==> src/life_grid_generation_step_defines.svh <==
// ----------------------------------------------------------------------------
// Life grid assertion macros
// Shared property macros for the life grid generation step block.
// ----------------------------------------------------------------------------
`ifndef LIFE_GRID_GENERATION_STEP_DEFINES_SVH
`define LIFE_GRID_GENERATION_STEP_DEFINES_SVH

// Same-cycle implication, disabled while reset is asserted.
`define LGS_ASSERT_IMPLY(lbl, clk, rst_n, ante, cons, msg) \
    lbl: assert property (@(posedge clk) disable iff (!(rst_n)) (ante) |-> (cons)) \
        else $error(msg);

// Next-cycle implication, disabled while reset is asserted.
`define LGS_ASSERT_NEXT(lbl, clk, rst_n, ante, cons, msg) \
    lbl: assert property (@(posedge clk) disable iff (!(rst_n)) (ante) |=> (cons)) \
        else $error(msg);

`endif

==> src/lgs_pkg.sv <==
// ----------------------------------------------------------------------------
// Life grid package
// Types and fixed constants shared by the life grid generation step modules.
// ----------------------------------------------------------------------------
package lgs_pkg;

    // Sequencer states.
    typedef enum logic [2:0] {
        ST_CLEAR,
        ST_IDLE,
        ST_ACCESS,
        ST_GEN,
        ST_RESP
    } t_state;

    // Request kinds carried on tuser.
    typedef enum logic [1:0] {
        MODE_SET  = 2'd0,
        MODE_READ = 2'd1,
        MODE_STEP = 2'd2
    } t_mode;

    localparam int REG_W      = 7;
    localparam int CFG_IDX_W  = 1;
    localparam int MODE_W     = 2;
    localparam int COORD_W    = 6;
    localparam int COUNT_W    = 13;
    localparam int IN_TDATA_W = 16;
    localparam int OUT_TDATA_W = 16;
    localparam int NBR_W      = 4;

    localparam logic [CFG_IDX_W-1:0] CFG_ROWS = 1'b0;
    localparam logic [CFG_IDX_W-1:0] CFG_COLS = 1'b1;

    localparam logic [REG_W-1:0] SIZE_RESET = 7'd64;

    // B3/S23 neighbor counts.
    localparam logic [NBR_W-1:0] BIRTH_N   = 4'd3;
    localparam logic [NBR_W-1:0] SURVIVE_N = 4'd2;

    // Input tdata layout.
    localparam int IN_ROW_LSB = 0;
    localparam int IN_COL_LSB = 6;
    localparam int IN_VAL_BIT = 12;

endpackage

==> src/lgs_row_unit.sv <==
// ----------------------------------------------------------------------------
// Life grid row unit
// Applies the B3/S23 rule to one full row from a three-row window.
// ----------------------------------------------------------------------------
module lgs_row_unit #(
    parameter int MAX_COLS = 64
) (
    input  logic [MAX_COLS-1:0] i_prev,
    input  logic [MAX_COLS-1:0] i_cur,
    input  logic [MAX_COLS-1:0] i_next,
    input  logic [MAX_COLS-1:0] i_mask,
    output logic [MAX_COLS-1:0] o_new_row,
    output logic [MAX_COLS-1:0] o_changed
);
    import lgs_pkg::*;

    logic [MAX_COLS+1:0] w_p;
    logic [MAX_COLS+1:0] w_c;
    logic [MAX_COLS+1:0] w_n;
    logic [NBR_W-1:0]    w_cnt [MAX_COLS];
    logic [MAX_COLS-1:0] w_nxt;

    // Columns outside the active area read as dead, as do both outer edges.
    assign w_p = {1'b0, i_prev & i_mask, 1'b0};
    assign w_c = {1'b0, i_cur  & i_mask, 1'b0};
    assign w_n = {1'b0, i_next & i_mask, 1'b0};

    always_comb begin
        for (int i = 0; i < MAX_COLS; i++) begin
            w_cnt[i] = NBR_W'(w_p[i]) + NBR_W'(w_p[i+1]) + NBR_W'(w_p[i+2])
                     + NBR_W'(w_c[i]) + NBR_W'(w_c[i+2])
                     + NBR_W'(w_n[i]) + NBR_W'(w_n[i+1]) + NBR_W'(w_n[i+2]);
            w_nxt[i] = (w_cnt[i] == BIRTH_N) || (w_c[i+1] && (w_cnt[i] == SURVIVE_N));
            o_new_row[i] = i_mask[i] ? w_nxt[i] : i_cur[i];
            o_changed[i] = i_mask[i] & (w_nxt[i] ^ w_c[i+1]);
        end
    end

endmodule

==> config.mk <==
export PLATFORM = sky130hd
export DESIGN_NAME = lgs_row_unit
export DESIGN_NICKNAME = d
export VERILOG_FILES = /design/src/life_grid_generation_step_defines.svh /design/src/lgs_pkg.sv /design/src/lgs_row_unit.sv
export SDC_FILE = /design/constraint.sdc
export NUM_CORES = 1
export LEC_CHECK = 0
export ABC_AREA = 1
export BUFFER_PORTS_ARGS = -buffer_cell sky130_fd_sc_hd__buf_2
export CORE_AREA = 3 3 156 188
export DETAILED_ROUTE_END_ITERATION = 10
export DIE_AREA = 0 0 159 191
export MAX_ROUTING_LAYER = met4
export PLACE_DENSITY = 0.84
export SETUP_SLACK_MARGIN = 0.1
export SYNTH_ARGS = -nofsm -noshare
export SYNTH_HDL_FRONTEND = slang
export SYNTH_SLANG_ARGS = --single-unit
==> constraint.sdc <==
create_clock -name vclk -period 7.67
set_input_delay 0.3835 -clock vclk [all_inputs]
set_output_delay 0.3835 -clock vclk [all_outputs]
set_load 0.02 [all_outputs]
Word level (Yosys, flattened, before mapping)
Cells that the tools add are included.
{"block": "classes", "bitwise": 131, "n_addsub": 441, "n_mux": 64, "reduce_logical": 128, "n_eq_ne": 128}
{"operator": "adder 4 x 1 -> 4 bit", "n": 252}
{"operator": "equality test 4 x 2 -> 1 bit (second input constant)", "n": 128}
{"operator": "adder 3 x 1 -> 4 bit", "n": 63}
{"operator": "bitwise AND 64 bit", "n": 3}
{"operator": "adder 2 x 1 -> 3 bit", "n": 63}
{"operator": "adder 1 x 1 -> 2 bit", "n": 63}
{"operator": "bitwise AND 1 bit", "n": 64}
{"operator": "logical AND 1 bit", "n": 64}
{"operator": "logical OR 1 bit", "n": 64}
{"operator": "two-way mux 1 bit", "n": 64}
{"operator": "bitwise XOR 1 bit", "n": 64}
{"block": "word_totals", "out_inout_bits": 128, "register_bits": 0}

Logic depth before layout (Yosys ltp)
Gate-level depths: netlist of the first run.
{"block": "depth", "depth_word": 13, "mapped_depth": 18}

Least setup slack after synthesis of the first run
Ideal clock, no wire load.
{"block": "synth_path", "kind": "input to output", "start": "input port i_mask[4]", "end": "output port o_changed[5]", "t_required_ps": 7286, "setup_slack_ps": 3759, "arrival_ps": 3528, "cell_stages": 12, "path_buffers": 0, "cell_sequence": "nand2_1 inv_1 fa_1 inv_1 fa_1 fa_1 inv_1 ha_1 fa_1 a21boi_0 o211ai_1 a21oi_1"}
{"block": "synth_between", "elab_chain_cells": 13, "elab_cells_between_ends": 16, "classes_between": "add/sub: 7; eq/ne: 2; bitwise: 5; reduce/logical: 2"}
{"element": "start, declared", "line_no": "lgs_row_unit.sv:11", "rtl": "input logic [MAX_COLS-1:0] i_mask,"}
{"element": "bitwise AND 64 bit", "line_no": "lgs_row_unit.sv:24", "rtl": "assign w_p = {1'b0, i_prev & i_mask, 1'b0};"}
{"element": "adder 1 x 1 -> 2 bit", "line_no": "lgs_row_unit.sv:30", "rtl": "w_cnt[i] = NBR_W'(w_p[i]) + NBR_W'(w_p[i+1]) + NBR_W'(w_p[i+2])"}
{"element": "adder 2 x 1 -> 3 bit", "line_no": "lgs_row_unit.sv:30"}
{"element": "adder 3 x 1 -> 4 bit", "line_no": "lgs_row_unit.sv:31", "rtl": "+ NBR_W'(w_c[i]) + NBR_W'(w_c[i+2])"}
{"element": "adder 4 x 1 -> 4 bit", "line_no": "lgs_row_unit.sv:31"}
{"element": "adder 4 x 1 -> 4 bit (*) (3 in series)", "line_no": "lgs_row_unit.sv:32", "rtl": "+ NBR_W'(w_n[i]) + NBR_W'(w_n[i+1]) + NBR_W'(w_n[i+2]);"}
{"element": "equality test 4 x 2 -> 1 bit", "line_no": "lgs_row_unit.sv:33", "rtl": "w_nxt[i] = (w_cnt[i] == BIRTH_N) || (w_c[i+1] && (w_cnt[i] == SURVIVE_N));"}
{"element": "logical AND 1 bit", "line_no": "lgs_row_unit.sv:33"}
{"element": "logical OR 1 bit (*)", "line_no": "lgs_row_unit.sv:33"}
{"element": "bitwise XOR 1 bit (*)", "line_no": "lgs_row_unit.sv:35", "rtl": "o_changed[i] = i_mask[i] & (w_nxt[i] ^ w_c[i+1]);"}
{"element": "bitwise AND 1 bit (*)", "line_no": "lgs_row_unit.sv:35"}
{"element": "end, declared", "line_no": "lgs_row_unit.sv:13", "rtl": "output logic [MAX_COLS-1:0] o_changed"}
Every way passes the cells marked *; elsewhere a longest branch is shown, timed or not.

Worst setup path in the final report of the first run
{"block": "layout_path", "start": "input port i_mask[4]", "end": "output port o_new_row[5]"}
{"block": "layout_between", "elab_chain_cells": 12, "elab_cells_between_ends": 15, "classes_between": "add/sub: 7; eq/ne: 2; mux: 1; bitwise: 3; reduce/logical: 2"}
{"element": "bitwise AND 64 bit", "line_no": "lgs_row_unit.sv:24"}
{"element": "adder 1 x 1 -> 2 bit", "line_no": "lgs_row_unit.sv:30"}
{"element": "adder 2 x 1 -> 3 bit", "line_no": "lgs_row_unit.sv:30"}
{"element": "adder 3 x 1 -> 4 bit", "line_no": "lgs_row_unit.sv:31"}
{"element": "adder 4 x 1 -> 4 bit", "line_no": "lgs_row_unit.sv:31"}
{"element": "adder 4 x 1 -> 4 bit (*) (3 in series)", "line_no": "lgs_row_unit.sv:32"}
{"element": "equality test 4 x 2 -> 1 bit", "line_no": "lgs_row_unit.sv:33"}
{"element": "logical AND 1 bit", "line_no": "lgs_row_unit.sv:33"}
{"element": "logical OR 1 bit (*)", "line_no": "lgs_row_unit.sv:33"}
{"element": "two-way mux 1 bit (*)", "line_no": "lgs_row_unit.sv:34", "rtl": "o_new_row[i] = i_mask[i] ? w_nxt[i] : i_cur[i];"}
{"element": "end, declared", "line_no": "lgs_row_unit.sv:12", "rtl": "output logic [MAX_COLS-1:0] o_new_row,"}
Marks and branches as above.

==> results.py, run 1 <==
metrics = {
    "status": {
        "status": "completed",
    },
    "timing": {
        "rsz0062_at_grt": "false",
        "finalCritPeriodShare": 0.549,
        "fmax_mhz": 238,
        "finalSetupViolCount": 0,
        "fin_crit_ns": 4.21,
        "finalMaxSlewViolations": 0,
        "hold_viol": 0,
        "relSlewSlack": 0.763,
        "setup_tns_ns": 0,
        "layout_setup_ws_ns": 3.46,
        "worst_pin_slew_ns": 0.353,
    },
    "place": {
        "place_ws_ns": 3.48,
        "portBuffers": 384,
        "place_congestion": 0.933,
        "dp_hpwl_um": 34200,
    },
    "final_layout": {
        "nFillCells": 2587,
        "area_delta_synth_final_pct": 15.9,
        "nets": 3408,
        "clockBufferCount": 0,
        "seq_area_um2": 0,
        "seq_cells": 0,
        "drive_gt1_frac": 0.179,
    },
    "yosys": {
        "syn-cell-area_um2": 15100,
        "synth_area_leader_cell": "fa_1",
        "syn_nets": 3022,
        "ys_types": 19,
        "synthTopCellsByCount": "inv_1, nand2_1, fa_1, ha_1, nand3_1",
        "synthCells": 2382,
        "yosys-top-cells-area": "fa_1, inv_1, ha_1",
        "ys_seq_area_frac": 0,
        "ys_warn_count": 0,
        "syn_avg_cell_area_um2": 6.36,
        "synth_most_common_cell": "inv_1",
        "synth_top_area_frac": 0.254,
    },
    "route": {
        "drt-total-wl_um": 37000,
        "drt-initial-drc-count": 585,
        "vias": 15546,
        "viasPerCell": 4.94,
        "dr.pass1.iters": 5,
        "routedWlPerCell_um": 11.8,
        "drtAntennaViolNets": 0,
        "drc": 0,
    },
    "floorplanning": {
        "die_h_um": 191,
        "ios": 384,
        "die_area_um2": 30400,
        "core-area_um2": 27800,
        "die_w_um": 159,
        "start_util": 0.544,
        "std_cell_rows": 67,
    },
    "setup_path": {
        "end_kind": "output pin",
        "cpMostUsedCell": "fa_1",
        "crit_arrival_ns": 3.82,
        "crit_type": "primary input to output pin",
        "crit_fanout": 6,
        "slowest_delay_ns": 0.56,
        "worst_ep_required_time_ns": 7.29,
        "start_kind": "primary input",
        "crit_chain": "buf_2 -> nand2_1 -> inv_1 -> fa_1 -> inv_1 -> fa_1 -> fa_1 -> inv_1 -> ha_1 -> fa_1 -> a21boi_0 -> o211ai_1 -> a21oi_1 -> buf_2",
        "slowest_stage": "fa_1",
    },
    "grt": {
        "grt_max_degree": 8,
        "grt_pass1_wl_um": 65500,
        "grtUsageTotal": 0.250,
        "antenna_found_initial": 1,
        "grt_overflow": 0,
        "grt_pass1_vias": 15768,
    },
    "clock_network": {
        "hold_buffers": 0,
        "postCtsSetupRepairBufs": 0,
        "ctsResizeCount": 0,
    },
    "flow_run": {
        "maxCapViolCount": 0,
    },
    "hold_path": {
        "hold_class": "primary input to output pin",
    },
    "power": {
        "leakage_uw": 0.0115,
        "powerDensity_nw_per_um2": 117,
        "ir_drop_uv": 64.7,
    },
}
[per-stage QoR]
step | utilization | hold slack [ns] | total power, uW | std cells | instance area (um2)
2_1_floorplan | - | 0.898 | 1510 | 2382 | 15100
3_3_place_gp | 0.630 | 1.08 | 1950 | 3145 | 17500
3_5_place_dp | 0.630 | 1.08 | 2050 | 3145 | 17500
4_1_cts | 0.630 | 1.08 | 2060 | 3145 | 17500
5_1_grt | 0.630 | 1.11 | 2380 | 3146 | 17500
6_report | 0.631 | 1.08 | 2050 | 3148 | 17600
[layout by cell type (no fill, tap or decap), drive strengths merged, types with 62 or more instances in the layout]
cell,count
ha,192
nand2,663
o21ai,64
a21oi,67
nand3,170
buf,384
inv,672
xor2,62
fa,192
nor2,171
[cell families after synthesis]
kind of cell               share of synthesized area
and+or+nand+nor                                0.307
buffers and inverters                          0.167
adders and majority gates                      0.412
AOI/OAI and AO/OA                             0.0780
xor gates and xnor gates                      0.0358
[per-layer routing]
| metal | wire length [um] | vias to the layer above | global-route usage |
|---|---|---|---|
| li1 | - | 7958 | - |
| met2 | 19600 | 372 | 0.489 |
| met3 | 1930 | 75 | 0.0301 |
| met4 | 938 | 0 | 0.0566 |
| met1 | 14500 | 7141 | 0.270 |
| met5 | 0 | - | - |
[final timing paths]
check / from / endpoint / slack (ns) / cells after the start
max: i_mask[4] / o_new_row[5] / 3.46 / 14
min: i_cur[8] / o_changed[8] / 1.08 / 3
[final cells by class]
cell class / instances / area, um2 / share of cell area
Tap cell: 379 / 474 / 0.0270
Antenna cell: 3 / 7.51 / 0.000428
Timing Repair Buffer: 384 / 1920 / 0.110
Multi-Input combinational cell: 1710 / 12600 / 0.719
Inverter: 672 / 2520 / 0.144
[critical path, delay by kind of cell]
kind	cells	cell delay [ns]
adders and majority gates	5	2.26
buffers and inverters	5	0.52
AOI/OAI and AO/OA	3	0.54
and+or+nand+nor	1	0.13
[report_power, final]
group | switching (uW) | internal [uW]
sequential | 0 | 0
clock | 0 | 0.0000524
combinational | 1270 | 777
Power figures use the tool's default switching activity.
==> run 2, diff against run 1 <==
Clock period 7.67 ns to 4.35 ns, I/O delays scaled along.
==> run 2 against run 1 <==
- combinational power up 77%
- sequential share of layout area unchanged
- die area stayed put
- utilization barely moved
- critical path depth did not move
- wire length is essentially flat
- global-route usage decreased by 0.18 points
- setup slack got worse by 3.0 ns
- power is 76% higher
- via count is 0.23% higher
- critical path type unchanged
- critical endpoint unchanged
- largest power group unchanged
==> results.py, run 2 (synthesis results as in run 1) <==
metrics = {
    "status": {
        "status": "completed",
    },
    "power": {
        "ir_drop_uv": 121,
        "finalPower_uw": 3620,
        "powerDensity_nw_per_um2": 206,
        "leakage_uw": 0.0115,
    },
    "floorplanning": {
        "die_area_um2": 30400,
        "core-area_um2": 27800,
        "die_h_um": 191,
        "ios": 384,
        "start_util": 0.544,
        "die_w_um": 159,
        "std_cell_rows": 67,
    },
    "timing": {
        "setup_tns_ns": 0,
        "finalSetupViolCount": 0,
        "finalCritPeriodShare": 0.897,
        "worst_pin_slew_ns": 0.359,
        "layout_setup_ws_ns": 0.449,
        "fmax_mhz": 256,
        "hold_ws_ns": 0.752,
        "fin_crit_ns": 3.90,
        "relSlewSlack": 0.760,
        "finalMaxSlewViolations": 0,
        "rsz0062_at_grt": "false",
        "hold_viol": 0,
    },
    "final_layout": {
        "clockBufferCount": 0,
        "nets": 3408,
        "seq_area_um2": 0,
        "drive_gt1_frac": 0.179,
        "fin_area_um2": 17500,
        "area_delta_synth_final_pct": 15.9,
        "seq_cells": 0,
        "mostFrequentLayoutCells": "inv_1, nand2_1, buf_2, fa_1, ha_1",
        "layout_commonest_cell": "inv_1",
    },
    "route": {
        "drt-total-wl_um": 37000,
        "vias": 15582,
        "routedWlPerCell_um": 11.7,
        "dr.pass1.iters": 10,
        "viasPerCell": 4.95,
        "drc": 0,
        "drtAntennaViolNets": 0,
        "drt-initial-drc-count": 651,
    },
    "clock_network": {
        "hold_buffers": 0,
        "ctsResizeCount": 0,
        "postCtsSetupRepairBufs": 0,
    },
    "place": {
        "place_congestion": 0.933,
        "place_area_um2": 17500,
        "place_ws_ns": 0.465,
        "dp_hpwl_um": 34200,
        "portBuffers": 384,
    },
    "grt": {
        "grt_max_degree": 8,
        "grtUsageTotal": 0.249,
        "grt_overflow": 0,
        "grt_pass1_wl_um": 64800,
        "antenna_found_initial": 1,
        "grt_pass1_vias": 15786,
    },
    "setup_path": {
        "crit_type": "primary input to output pin",
        "crit_chain": "buf_2 -> nand2_1 -> inv_1 -> fa_1 -> inv_1 -> fa_1 -> fa_1 -> inv_1 -> ha_1 -> fa_1 -> a21boi_0 -> o211ai_1 -> a21oi_1 -> buf_2",
        "worst_ep_required_time_ns": 4.13,
        "start_kind": "primary input",
        "cpMostUsedCell": "fa_1",
        "slowest_delay_ns": 0.56,
        "crit_arrival_ns": 3.68,
        "slowest_stage": "fa_1",
        "end_kind": "output pin",
        "crit_fanout": 6,
    },
    "hold_path": {
        "hold_class": "primary input to output pin",
    },
    "flow_run": {
        "maxCapViolCount": 0,
    },
}
-- run 2: changes by cell type in the layout (fill, tap and decap cells not counted), sizes merged --
cell,previous run,this run
diode,3,2
-- run 2: worst max-delay path: cells and delay by family --
family	cells	cell delay (ns)
compound gates	3	0.55
buf+inv	5	0.52
fa+ha+maj	5	2.27
simple gates	1	0.13
-- run 2: path summary, 6_finish.rpt --
path                   from           end  slack (ns)  cells after the start
setup / recovery  i_mask[4]  o_new_row[5]        0.45                     14
hold / removal     i_cur[8]  o_changed[8]        0.75                      3
-- run 2: power by group --
part            leakage, uW  switching (uW)  internal (uW)  total (uW)
combinational        0.0115            2250           1370        3620
clock          0.0000000127               0      0.0000615   0.0000616
sequential                0               0              0           0
total                0.0115            2250           1370        3620
-- run 2: cell type report --
cell class / count / area, um2
Fill cell: 2578 / 10300
Antenna cell: 2 / 5.00
Multi-Input combinational cell: 1710 / 12600
Tap cell: 379 / 474
Inverter: 672 / 2520
Timing Repair Buffer: 384 / 1920
-- run 2: routing by layer --
layer	share of wire	GRT usage	up-vias
met3	0.047	0.0273	78
met5	0	-	-
met1	0.40	0.267	7183
li1	-	-	7964
met2	0.53	0.484	357
met4	0.028	0.0664	0
-- run 2: stage by stage --
step	cells	utilization
after floorplan	2382	-
after global placement	3145	0.630
after detailed placement	3145	0.630
after CTS	3145	0.630
after global routing	3146	0.630
final	3147	0.631
